==> config.mk <==
export PLATFORM = sky130hd
export DESIGN_NAME = mbc1_bank_controller_unit
export DESIGN_NICKNAME = d
export VERILOG_FILES = /design/src/rtl/core/mbc1_pkg.sv /design/src/rtl/core/mbc1_mod_unit.sv /design/src/rtl/core/mbc1_bank_controller_unit.sv
export VERILOG_INCLUDE_DIRS = /design/src /design/src/rtl/core
export SDC_FILE = /design/constraint.sdc
export NUM_CORES = 1
export LEC_CHECK = 0
export BUFFER_PORTS_ARGS = -buffer_cell sky130_fd_sc_hd__buf_2
export CAP_MARGIN = 20
export CORE_MARGIN = 4
export CORE_UTILIZATION = 40
export CTS_CLUSTER_SIZE = 12
export DETAILED_ROUTE_END_ITERATION = 7
export PLACE_DENSITY_LB_ADDON = 0.15
export SLEW_MARGIN = 20
export SYNTH_ARGS = -nofsm -noshare
export SYNTH_HDL_FRONTEND = slang
export SYNTH_SLANG_ARGS = --single-unit
==> constraint.sdc <==
create_clock -name clk -period 4.6 [get_ports clk]
set_input_delay 0.23 -clock clk [delete_from_list [all_inputs] [get_ports clk]]
set_output_delay 0.23 -clock clk [all_outputs]
set_load 0.1 [all_outputs]
==> src/rtl/core/mbc1_bank_controller_unit_defines.svh <==
// Assertion macros shared by the bank controller RTL.
// Each macro expects clk and rst_n in the scope where it is used.
`ifndef MBC1_BANK_CONTROLLER_UNIT_DEFINES_SVH
`define MBC1_BANK_CONTROLLER_UNIT_DEFINES_SVH

`ifndef SYNTHESIS
// Consequent must hold in the same cycle as the antecedent.
`define MBC1_ASSERT_SAME(label, ante, cons) \
    label: assert property (@(posedge clk) disable iff (!rst_n) (ante) |-> (cons)) \
        else $error("mbc1 same-cycle check failed");
// Consequent must hold in the cycle after the antecedent.
`define MBC1_ASSERT_NEXT(label, ante, cons) \
    label: assert property (@(posedge clk) disable iff (!rst_n) (ante) |=> (cons)) \
        else $error("mbc1 next-cycle check failed");
`else
`define MBC1_ASSERT_SAME(label, ante, cons)
`define MBC1_ASSERT_NEXT(label, ante, cons)
`endif

`endif

==> src/rtl/core/mbc1_pkg.sv <==
package mbc1_pkg;

    // Field widths
    localparam int BANK_W   = 7;
    localparam int COUNT_W  = 10;
    localparam int RAMCNT_W = 5;
    localparam int PAGES_W  = 6;
    localparam int PHYS_W   = 21;

    // Request from the sequencer to the remainder unit
    typedef struct packed {
        logic               start;
        logic [BANK_W-1:0]  dividend;
        logic [COUNT_W-1:0] divisor;
    } mod_req_t;

    // Status from the remainder unit back to the sequencer
    typedef struct packed {
        logic              busy;
        logic              done;
        logic [BANK_W-1:0] rem;
    } mod_sts_t;

endpackage

==> src/rtl/core/mbc1_mod_unit.sv <==
// Restoring remainder unit: one dividend bit per cycle.
// A zero divisor returns the dividend unchanged.
module mbc1_mod_unit (
    input  logic              clk,
    input  logic              rst_n,
    input  mbc1_pkg::mod_req_t req,
    output mbc1_pkg::mod_sts_t sts
);

    localparam int STEP_W = $clog2(mbc1_pkg::BANK_W);
    localparam logic [STEP_W-1:0] LAST_STEP = STEP_W'(mbc1_pkg::BANK_W - 1);

    logic                         busy_reg;
    logic                         done_reg;
    logic [STEP_W-1:0]            step_reg;
    logic [mbc1_pkg::BANK_W-1:0]  rem_reg;
    logic [mbc1_pkg::BANK_W-1:0]  bits_reg;
    logic [mbc1_pkg::COUNT_W-1:0] div_reg;

    logic [mbc1_pkg::BANK_W:0]    trial;
    logic [mbc1_pkg::COUNT_W-1:0] trial_ext;
    logic [mbc1_pkg::COUNT_W-1:0] diff;
    logic                         fits;

    // Shift in the next dividend bit and try the subtract
    always_comb
    begin
        trial     = {rem_reg, bits_reg[mbc1_pkg::BANK_W-1]};
        trial_ext = {{(mbc1_pkg::COUNT_W - mbc1_pkg::BANK_W - 1){1'b0}}, trial};
        diff      = trial_ext - div_reg;
        fits      = trial_ext >= div_reg;
    end

    // Run the division steps
    always_ff @(posedge clk or negedge rst_n)
    begin
        if (!rst_n)
        begin
            busy_reg <= 1'b0;
            done_reg <= 1'b0;
            step_reg <= '0;
            rem_reg  <= '0;
            bits_reg <= '0;
            div_reg  <= '0;
        end
        else
        begin
            done_reg <= 1'b0;
            if (req.start)
            begin
                step_reg <= '0;
                div_reg  <= req.divisor;
                bits_reg <= req.dividend;
                if (req.divisor == '0)
                begin
                    rem_reg  <= req.dividend;
                    busy_reg <= 1'b0;
                    done_reg <= 1'b1;
                end
                else
                begin
                    rem_reg  <= '0;
                    busy_reg <= 1'b1;
                end
            end
            else if (busy_reg)
            begin
                rem_reg  <= fits ? diff[mbc1_pkg::BANK_W-1:0] : trial[mbc1_pkg::BANK_W-1:0];
                bits_reg <= {bits_reg[mbc1_pkg::BANK_W-2:0], 1'b0};
                step_reg <= step_reg + 1'b1;
                if (step_reg == LAST_STEP)
                begin
                    busy_reg <= 1'b0;
                    done_reg <= 1'b1;
                end
            end
        end
    end

    assign sts.busy = busy_reg;
    assign sts.done = done_reg;
    assign sts.rem  = rem_reg;

endmodule

==> src/rtl/core/mbc1_bank_controller_unit.sv <==
// Cartridge bank controller. Each request on the slave stream is one bus access
// and yields exactly one result on the master stream: a physical ROM or RAM
// address, open bus, or a register-write acknowledge, plus the RAM enable flag.
// The block takes one request at a time. Reads, RAM writes, RAM enable writes
// and mode writes pass from S_EXEC straight to S_PUSH. ROM bank writes run the
// bank number through a shared 7-step remainder unit; a high-bits write with
// more than 31 ROM banks uses that unit too, and in mode 1 with more than 32
// uses it twice. With a ROM bank count of zero the unit returns the dividend.
// Configuration writes are always accepted (cfg_ready is tied high).
`include "mbc1_bank_controller_unit_defines.svh"

module mbc1_bank_controller_unit (
    input  logic        clk,
    input  logic        rst_n,
    // request stream
    input  logic        s_tvalid,
    output logic        s_tready,
    input  logic [23:0] s_tdata,   // bus_address[15:0], write_value[23:16]
    input  logic [0:0]  s_tuser,   // operation[0]
    // result stream
    output logic        m_tvalid,
    input  logic        m_tready,
    output logic [31:0] m_tdata,   // phys_address[20:0], ram_write[21],
                                   // data_out[29:22], ram_enabled_flag[30]
    output logic [1:0]  m_tuser,   // target[1:0]
    // configuration write channel
    input  logic        cfg_valid,
    output logic        cfg_ready,
    input  logic [1:0]  cfg_index,
    input  logic [9:0]  cfg_data
);

    localparam logic [1:0] TGT_ROM  = 2'd0;
    localparam logic [1:0] TGT_RAM  = 2'd1;
    localparam logic [1:0] TGT_OPEN = 2'd2;
    localparam logic [1:0] TGT_NONE = 2'd3;

    localparam logic [1:0] CFG_ROM_BANKS = 2'd0;
    localparam logic [1:0] CFG_RAM_BANKS = 2'd1;
    localparam logic [1:0] CFG_RAM_PAGES = 2'd2;

    localparam logic [1:0] REG_RAM_EN   = 2'd0;
    localparam logic [1:0] REG_LOW_BANK = 2'd1;
    localparam logic [1:0] REG_HIGH     = 2'd2;
    localparam logic [1:0] REG_MODE     = 2'd3;

    localparam logic [3:0] RAM_EN_OFF = 4'h0;
    localparam logic [3:0] RAM_EN_ON  = 4'hA;

    typedef enum logic [1:0] {S_IDLE, S_EXEC, S_DIV, S_PUSH} state_t;
    typedef enum logic [1:0] {JOB_LOW, JOB_HIGH, JOB_LOWWIN} job_t;

    state_t state_reg;
    job_t   job_reg;

    logic                          op_reg;
    logic [15:0]                   addr_reg;
    logic [7:0]                    val_reg;

    logic [mbc1_pkg::COUNT_W-1:0]  rom_count_reg;
    logic [mbc1_pkg::RAMCNT_W-1:0] ram_count_reg;
    logic [mbc1_pkg::PAGES_W-1:0]  ram_pages_reg;

    logic [4:0]                    low_reg;
    logic [1:0]                    high_reg;
    logic                          mode_reg;
    logic                          ram_enable_reg;
    logic [1:0]                    ram_bank_reg;
    logic [mbc1_pkg::BANK_W-1:0]   lower_reg;
    logic [mbc1_pkg::BANK_W-1:0]   upper_reg;

    logic                          mod_start_reg;
    logic [mbc1_pkg::BANK_W-1:0]   mod_dividend_reg;

    logic [1:0]                    res_target_reg;
    logic [mbc1_pkg::PHYS_W-1:0]   res_phys_reg;
    logic                          res_rw_reg;
    logic [7:0]                    res_dout_reg;

    logic                          m_valid_reg;
    logic [31:0]                   m_data_reg;
    logic [1:0]                    m_user_reg;

    mbc1_pkg::mod_req_t            mod_req;
    mbc1_pkg::mod_sts_t            mod_sts;

    logic                          in_ram;
    logic                          cnt_gt31;
    logic                          cnt_gt32;
    logic [mbc1_pkg::BANK_W-1:0]   low_raw;
    logic [mbc1_pkg::BANK_W-1:0]   low_dividend;
    logic [mbc1_pkg::BANK_W-1:0]   high_raw;
    logic [mbc1_pkg::BANK_W-1:0]   high_dividend;
    logic [mbc1_pkg::BANK_W-1:0]   lowwin_dividend;
    logic                          out_free;

    // Decode the held request and form the bumped bank numbers
    always_comb
    begin
        in_ram          = (addr_reg[15:13] == 3'b101) &&
                          ({1'b0, addr_reg[12:8]} < ram_pages_reg);
        cnt_gt31        = rom_count_reg > 10'd31;
        cnt_gt32        = rom_count_reg > 10'd32;
        low_raw         = {high_reg, val_reg[4:0]};
        low_dividend    = (low_raw[4:0] == 5'd0) ? low_raw + 1'b1 : low_raw;
        high_raw        = {val_reg[1:0], low_reg};
        high_dividend   = (high_raw[4:0] == 5'd0) ? high_raw + 1'b1 : high_raw;
        lowwin_dividend = {val_reg[1:0], 5'd0};
        out_free        = !m_valid_reg || m_tready;
    end

    assign mod_req.start    = mod_start_reg;
    assign mod_req.dividend = mod_dividend_reg;
    assign mod_req.divisor  = rom_count_reg;

    mbc1_mod_unit u_mod (
        .clk   (clk),
        .rst_n (rst_n),
        .req   (mod_req),
        .sts   (mod_sts)
    );

    // Sequence each request and hold the result stream
    always_ff @(posedge clk or negedge rst_n)
    begin
        if (!rst_n)
        begin
            state_reg        <= S_IDLE;
            job_reg          <= JOB_LOW;
            op_reg           <= 1'b0;
            addr_reg         <= '0;
            val_reg          <= '0;
            rom_count_reg    <= 10'd2;
            ram_count_reg    <= '0;
            ram_pages_reg    <= 6'd32;
            low_reg          <= '0;
            high_reg         <= '0;
            mode_reg         <= 1'b0;
            ram_enable_reg   <= 1'b0;
            ram_bank_reg     <= '0;
            lower_reg        <= '0;
            upper_reg        <= 7'd1;
            mod_start_reg    <= 1'b0;
            mod_dividend_reg <= '0;
            res_target_reg   <= TGT_NONE;
            res_phys_reg     <= '0;
            res_rw_reg       <= 1'b0;
            res_dout_reg     <= '0;
            m_valid_reg      <= 1'b0;
            m_data_reg       <= '0;
            m_user_reg       <= '0;
        end
        else
        begin
            mod_start_reg <= 1'b0;
            if (m_valid_reg && m_tready)
            begin
                m_valid_reg <= 1'b0;
            end

            // Take configuration writes
            if (cfg_valid)
            begin
                unique case (cfg_index)
                    CFG_ROM_BANKS: rom_count_reg <= cfg_data;
                    CFG_RAM_BANKS: ram_count_reg <= cfg_data[mbc1_pkg::RAMCNT_W-1:0];
                    CFG_RAM_PAGES: ram_pages_reg <= cfg_data[mbc1_pkg::PAGES_W-1:0];
                    default: ;
                endcase
            end

            unique case (state_reg)
                S_IDLE:
                begin
                    if (s_tvalid)
                    begin
                        op_reg    <= s_tuser[0];
                        addr_reg  <= s_tdata[15:0];
                        val_reg   <= s_tdata[23:16];
                        state_reg <= S_EXEC;
                    end
                end

                S_EXEC:
                begin
                    res_target_reg <= TGT_NONE;
                    res_phys_reg   <= '0;
                    res_rw_reg     <= 1'b0;
                    res_dout_reg   <= '0;
                    state_reg      <= S_PUSH;
                    if (op_reg)
                    begin
                        if (!addr_reg[15])
                        begin
                            unique case (addr_reg[14:13])
                                REG_RAM_EN:
                                begin
                                    if (val_reg[3:0] == RAM_EN_OFF)
                                    begin
                                        ram_enable_reg <= 1'b0;
                                    end
                                    else if (val_reg[3:0] == RAM_EN_ON)
                                    begin
                                        ram_enable_reg <= 1'b1;
                                    end
                                end
                                REG_LOW_BANK:
                                begin
                                    mod_start_reg    <= 1'b1;
                                    mod_dividend_reg <= low_dividend;
                                    job_reg          <= JOB_LOW;
                                    state_reg        <= S_DIV;
                                end
                                REG_HIGH:
                                begin
                                    if (!mode_reg || cnt_gt31)
                                    begin
                                        lower_reg <= '0;
                                        if (cnt_gt31)
                                        begin
                                            mod_start_reg    <= 1'b1;
                                            mod_dividend_reg <= high_dividend;
                                            job_reg          <= JOB_HIGH;
                                            state_reg        <= S_DIV;
                                        end
                                    end
                                    if (mode_reg && ram_count_reg > 5'd1)
                                    begin
                                        ram_bank_reg <= val_reg[1:0];
                                    end
                                end
                                REG_MODE:
                                begin
                                    mode_reg <= val_reg[0];
                                    if (!val_reg[0])
                                    begin
                                        ram_bank_reg <= '0;
                                    end
                                    else
                                    begin
                                        high_reg  <= '0;
                                        upper_reg <= {2'b00, low_reg};
                                    end
                                end
                                default: ;
                            endcase
                        end
                        else if (in_ram)
                        begin
                            res_target_reg <= TGT_RAM;
                            res_phys_reg   <= {6'd0, ram_bank_reg, addr_reg[12:0]};
                            res_rw_reg     <= 1'b1;
                            res_dout_reg   <= val_reg;
                        end
                    end
                    else
                    begin
                        if (addr_reg[15:14] == 2'b00)
                        begin
                            res_target_reg <= TGT_ROM;
                            res_phys_reg   <= {lower_reg, addr_reg[13:0]};
                        end
                        else if (addr_reg[15:14] == 2'b01)
                        begin
                            res_target_reg <= TGT_ROM;
                            res_phys_reg   <= {upper_reg, addr_reg[13:0]};
                        end
                        else if (in_ram)
                        begin
                            res_target_reg <= TGT_RAM;
                            res_phys_reg   <= {6'd0, ram_bank_reg, addr_reg[12:0]};
                        end
                        else
                        begin
                            res_target_reg <= TGT_OPEN;
                            res_dout_reg   <= 8'hFF;
                        end
                    end
                end

                S_DIV:
                begin
                    if (mod_sts.done)
                    begin
                        state_reg <= S_PUSH;
                        unique case (job_reg)
                            JOB_LOW:
                            begin
                                low_reg   <= mod_sts.rem[4:0];
                                upper_reg <= mod_sts.rem;
                            end
                            JOB_HIGH:
                            begin
                                high_reg  <= mod_sts.rem[6:5];
                                upper_reg <= mod_sts.rem;
                                if (mode_reg && cnt_gt32)
                                begin
                                    mod_start_reg    <= 1'b1;
                                    mod_dividend_reg <= lowwin_dividend;
                                    job_reg          <= JOB_LOWWIN;
                                    state_reg        <= S_DIV;
                                end
                            end
                            JOB_LOWWIN:
                            begin
                                lower_reg <= mod_sts.rem;
                            end
                            default: ;
                        endcase
                    end
                end

                S_PUSH:
                begin
                    if (out_free)
                    begin
                        m_valid_reg <= 1'b1;
                        m_user_reg  <= res_target_reg;
                        m_data_reg  <= {1'b0, ram_enable_reg, res_dout_reg,
                                        res_rw_reg, res_phys_reg};
                        state_reg   <= S_IDLE;
                    end
                end

                default: state_reg <= S_IDLE;
            endcase
        end
    end

    assign s_tready  = (state_reg == S_IDLE);
    assign cfg_ready = 1'b1;
    assign m_tvalid  = m_valid_reg;
    assign m_tdata   = m_data_reg;
    assign m_tuser   = m_user_reg;

    `MBC1_ASSERT_NEXT(a_accept_to_exec, s_tvalid && s_tready, state_reg == S_EXEC)
    `MBC1_ASSERT_SAME(a_done_in_div, mod_sts.done, state_reg == S_DIV)
    `MBC1_ASSERT_SAME(a_idle_unit_quiet, state_reg == S_IDLE, !mod_sts.busy && !mod_sts.done)
    `MBC1_ASSERT_SAME(a_rem_below_count, mod_sts.done && (rom_count_reg != '0), {3'b000, mod_sts.rem} < rom_count_reg)

endmodule
* Word-level counts from Yosys, hierarchy flattened
Cells that the tools add are included.
** Storage, ports and cells
- Input bits :: 42
- Output and inout bits :: 37
- Logic and storage cells :: 213
- Flip-flop bits (word level) :: 178
** Cells by class
- $lt $le $gt $ge :: 5
- $add $sub $neg :: 4
- Equal/unequal tests :: 32
- Bitwise gates (word level) :: 1
- Muxes and demuxes :: 105
- Reductions and logical operators :: 36
** Operators by type and width (count)
- 2-to-1 mux 7 bit :: 27
- 2-to-1 mux 21 bit :: 3
- one-hot mux 7 bit (2 select lines) :: 4
- 2-to-1 mux 2 bit :: 24
- 2-to-1 mux 8 bit :: 6
- 2-to-1 mux 15 bit :: 2
- 2-to-1 mux 1 bit :: 29
- != test 2 bit, second input constant :: 11
- AND reduction 7 bit :: 3
- one-hot mux 2 bit (2 select lines) :: 4
- adder 7 x 1 -> 7 bit, second input constant :: 2
- == test 2 bit, second input constant :: 6
- == test 2 x 1 -> 1 bit, second input constant :: 5
- >= comparator 8 x 10 -> 1 bit :: 1
- > comparator 10 x 5 -> 1 bit, second input constant :: 1
- > comparator 10 x 6 -> 1 bit, second input constant :: 1
- zero test 10 bit :: 1
- zero test 2 bit :: 5
- zero test 5 bit :: 2
- AND reduction 2 bit :: 5
- AND reduction 9 bit :: 1
- != test 2 x 1 -> 1 bit, second input constant :: 4
- one-hot mux 2 bit (4 select lines) :: 1
- nonzero test 2 bit :: 4
- other kinds (20) :: 31

* Longest topological paths before layout
- Word-level depth :: 8
- Mapped depth :: 8
- Mapped depth without buffers :: 8

* Cells and area by module
A second synthesis with hierarchy kept.
** Second synthesis, totals
- Cells, all modules :: 713
- Area, all modules :: 8338.0 µm²
** By module, submodules not included
- mbc1_bank_controller_unit :: cells an instance 504, sequential area each 3709.8 µm², times used 1, area each 6482.5 µm²
- mbc1_mod_unit :: cells an instance 209, sequential area each 725.7 µm², times used 1, area each 1855.5 µm²

* Least setup slack after synthesis
Ideal clock, no wire load.
- Path kind :: register -> register
- From :: register state_reg[0]
- To :: register addr_reg[0]
- Path buffers :: 1
- Setup slack :: 2225 ps
- Stages on the path, launching flop included :: 6
- Library setup time :: 125 ps
- Period minus slack after synthesis :: 2375 ps
- Data required time :: 4475 ps
- Data arrival time :: 2250 ps
- Cell sequence :: dfrtp_1 -> inv_1 -> ha_1 -> nand2_1 -> clkbuf_1 -> mux2_2
** Between the ends
- Longest elaborated chain between the ends :: 2
** RTL lines
- from (decl) :: line mbc1_bank_controller_unit.sv:53 : state_t state_reg;
- from (signal assigned) :: line mbc1_bank_controller_unit.sv:128 : state_reg <= S_IDLE;
- from (signal assigned) :: line mbc1_bank_controller_unit.sv:180 : state_reg <= S_EXEC;
- from (signal assigned) :: line mbc1_bank_controller_unit.sv:190 : state_reg <= S_PUSH;
- zero test 2 bit
- via s_tready :: line mbc1_bank_controller_unit.sv:17 : output logic s_tready,
- AND reduction 2 bit (no line)
- to (signal assigned) :: line mbc1_bank_controller_unit.sv:178 : addr_reg <= s_tdata[15:0];
- to (decl) :: line mbc1_bank_controller_unit.sv:57 : logic [15:0] addr_reg;
The timed path passes the listed nets, and every way through them passes these cells.
A chain may end at the register's enable or synchronous reset.

* Worst setup path after layout
- From :: register state_reg[0]
- To :: register upper_reg[5] (netlist bit)
** Between the ends
- Longest elaborated chain between the ends :: 3
- Elaborated cells between the ends (all ways) :: 11
- Classes of those cells :: 8 x eq/ne; 1 x mux; 2 x reduce/logical
** RTL lines
- == test 2 bit or == test 2 x 1 -> 1 bit (tied branches) :: line mbc1_bank_controller_unit.sv:172 : unique case (state_reg)
- != test 2 bit (no line), or another cell as far along
- AND reduction 7 bit (no line)
- to (signal assigned) :: line mbc1_bank_controller_unit.sv:242 : upper_reg <= {2'b00, low_reg};
- to (signal assigned) :: line mbc1_bank_controller_unit.sv:290 : upper_reg <= mod_sts.rem;
- to (signal assigned) :: line mbc1_bank_controller_unit.sv:295 : upper_reg <= mod_sts.rem;
- to (decl) :: line mbc1_bank_controller_unit.sv:70 : logic [mbc1_pkg::BANK_W-1:0] upper_reg;
Parallel ways exist; a longest one is shown, timed or not.

==> flow_summary.yaml <==
run_status:
  status: "complete, no violations"
yosys:
  synthFlopType: "dfrtp_1"
  synth_area_um2: 8190
  syn_nets: 745
  synth_seq_cells: 177
  synth_warnings: 0
  synth_area_leaders: "dfrtp_1, mux2_2, ha_1, mux2i_1, mux2_1"
  async_flop_share: 1.00
  syn_area_per_cell_um2: 12.1
  synth.most_common_cell: "dfrtp_1"
  ys_seq_area_frac: 0.541
  yosys-top-cells-count: "dfrtp_1, mux2_2, nor2_1"
  synth_cell_types: 66
  synth_edf_count: 0
  synthCells: 675
  synth_top_cell_area_share: 0.525
  yosysTopAreaCell: "dfrtp_1"
sta:
  whs_ns: 0.0288
  slew_headroom: 0.399
  fin_crit_sh: 0.622
  slew_violations: 0
  fmax_mhz: 350
  worst_pin_slew_ns: 0.901
  clock_skew_ns: 0.00796
  rsz0062_at_grt: "false"
  fin_crit_ns: 2.86
  hold_viol: 0
  fin_setup_tns_ns: 0
  setup_viol: 0
cells_and_area:
  drive_gt1_frac: 0.288
  n_antenna_cell: 0
  area_growth_pct: 15.5
  largest_register_ffs: 31
  register_area_um2: 4440
  layout.nets: 820
  multi_input_area_um2: 3500
  fill_cells: 1879
place:
  dp_hpwl_um: 12800
  numPortBuffers: 76
  gp_congestion: 0.815
clock_tree:
  h-tree-depth: 4
  clock_sinks: 177
  cts_buffers: 17
  clkLatencyLatePin_ns: 0.43
  clockBufferDepth: 2
  cts_tree: "done"
  path_clk_slew_ns: 0.07
  cts_hold_buf: 1
  cts_root_buffer: "clkbuf_16"
  cts-resized-gates: 0
  post_cts_buffers: 0
hold_path:
  holdPathEnd: "rom_count_reg[6]"
  min_delay_path_depth: 2
  hold_path_class: "in -> reg"
  worstHoldStart: "cfg_data[6]"
floorplan:
  coreArea_um2: 20200
  ios: 79
  start_util: 0.406
  dieArea_um2: 22800
  num_rows: 52
  die_w_um: 151
  dieHeight_um: 151
critical_path:
  crit_fanout: 24
  startpoint_type: "register"
  worstRegToRegCells: 6
  slowest_delay_ns: 0.72
  path_cells: "inv_1 > ha_1 > nor2b_1 > a2111o_1 > a21oi_1 > mux2_1"
  crit_slowest_cell: "a21oi_1"
  worstReg2RegStart: "state_reg[0]"
  critPathKind: "reg -> reg"
  required_ns: 4.91
  rr_endpoint: "upper_reg[5]"
  reg2reg_slack_ns: 1.74
  cp_data_arrival_time_ns: 3.17
  crit_path_end_kind: "register"
drt:
  drc: 0
  wl_per_cell_um: 17.2
  first_iter_violations: 313
  wl_um: 17800
  dr.pass1.iters: 5
  ant_nets: 0
  via_count: 5394
  vias_per_cell: 5.22
power:
  peakVddDrop_mv: 0.291
  power_uw: 7660
  p_leak_uw: 0.00438
  power_density_nw_per_um2: 810
grt:
  antenna_found_initial: 0
  grt_overflow: 0
  grt_pass1_vias: 5642
  track_usage: 0.166
  grt_max_degree: 93
  grt_pass1_wl_um: 29500
flow_run:
  cap_violations: 0
-- critical path, delay by kind of cell, from the launching register on --
family | cells | cell delay, ns
buffers and inverters | 1 | 0.09
adder cells (fa/ha/maj) | 1 | 0.45
AND/OR/NAND/NOR | 1 | 0.27
AO/OA/AOI/OAI | 2 | 1.17
flip-flops | 1 | 0.38
multiplexers | 1 | 0.38
-- logic make-up (layout without fill, tap and decap cells) --
kind of cell    count (synthesis)  count (layout)  synth area share
flops                         177             177             0.541
simple gates                  141             141            0.0920
compound gates                133             133             0.113
fa+ha+maj                      28              28            0.0437
mux                           126             126             0.170
other cells                     2               2          0.000917
xor+xnor                        7               7           0.00748
buf+inv                        61             149            0.0312
-- final cells by class --
cell class	instances	share of cell area
flip-flops and latches	177	0.469
multi-input cells	437	0.370
clock buffers	21	0.0487
repair buffers	83	0.0467
well taps	270	0.0357
clock inverters	11	0.0161
inverters	34	0.0135
-- placed cells by master, fill, tap and decap left out, types with 3 or more instances in the layout --
master / instances
a21oi_1: 27
o21a_1: 4
ha_1: 26
nor2b_1: 13
a211oi_1: 4
o21ai_2: 3
inv_1: 33
dfrtp_1: 172
nand2_1: 36
mux2_2: 88
nor2_1: 40
a21o_1: 4
xor2_1: 3
a311o_1: 8
mux2i_1: 21
a22o_1: 19
nor3b_1: 4
nand3_1: 3
o21ai_0: 27
o2bb2ai_1: 6
o21ai_1: 4
clkinvlp_4: 3
xnor2_1: 4
inv_6: 3
buf_2: 75
bufinv_16: 3
dfstp_2: 5
nand4_1: 3
buf_4: 6
nand2b_1: 5
clkbuf_16: 17
nand3b_1: 3
and2_1: 7
a31oi_1: 7
mux2_1: 17
nor3_1: 11
-- metrics by stage --
step	setup WS (ns)	cells	instance area [µm²]	util
after global routing	1.56	1033	9460	0.469
after global placement	1.79	1000	8830	0.438
after CTS	1.53	1033	9460	0.469
after detailed placement	1.53	1000	8830	0.438
after floorplan	2.23	675	8190	-
final	1.74	1033	9460	0.469
-- routing by layer --
| metal | routed length [µm] | part of all wire | vias to the layer above | track usage |
|---|---|---|---|---|
| li1 | - | - | 2568 | - |
| met1 | 8340 | 0.47 | 2701 | 0.219 |
| met2 | 8520 | 0.48 | 104 | 0.273 |
| met3 | 645 | 0.036 | 21 | 0.0362 |
| met4 | 296 | 0.017 | 0 | 0.0535 |
| met5 | 0 | 0 | - | 0 |
-- report_power, final --
part / switching [µW] / internal, µW / leakage [µW] / total, µW
logic: 2250 / 1230 / 0.00183 / 3480
registers: 499 / 2180 / 0.00226 / 2680
clock network: 617 / 889 / 0.000291 / 1510
-- worst max-delay path by stage --
stage | slack (ns) | from | depth (start not counted) | end
floorplan | 2.23 | state_reg[0] | 5 | addr_reg[0]
global placement | 1.79 | state_reg[1] | 6 | upper_reg[5]
detailed placement | 1.53 | state_reg[1] | 5 | res_dout_reg[6]
CTS | 1.53 | state_reg[1] | 5 | res_dout_reg[6]
global route | 1.56 | state_reg[0] | 6 | upper_reg[5]
finish | 1.74 | state_reg[0] | 6 | upper_reg[5]
Power figures use the tool's default switching activity.
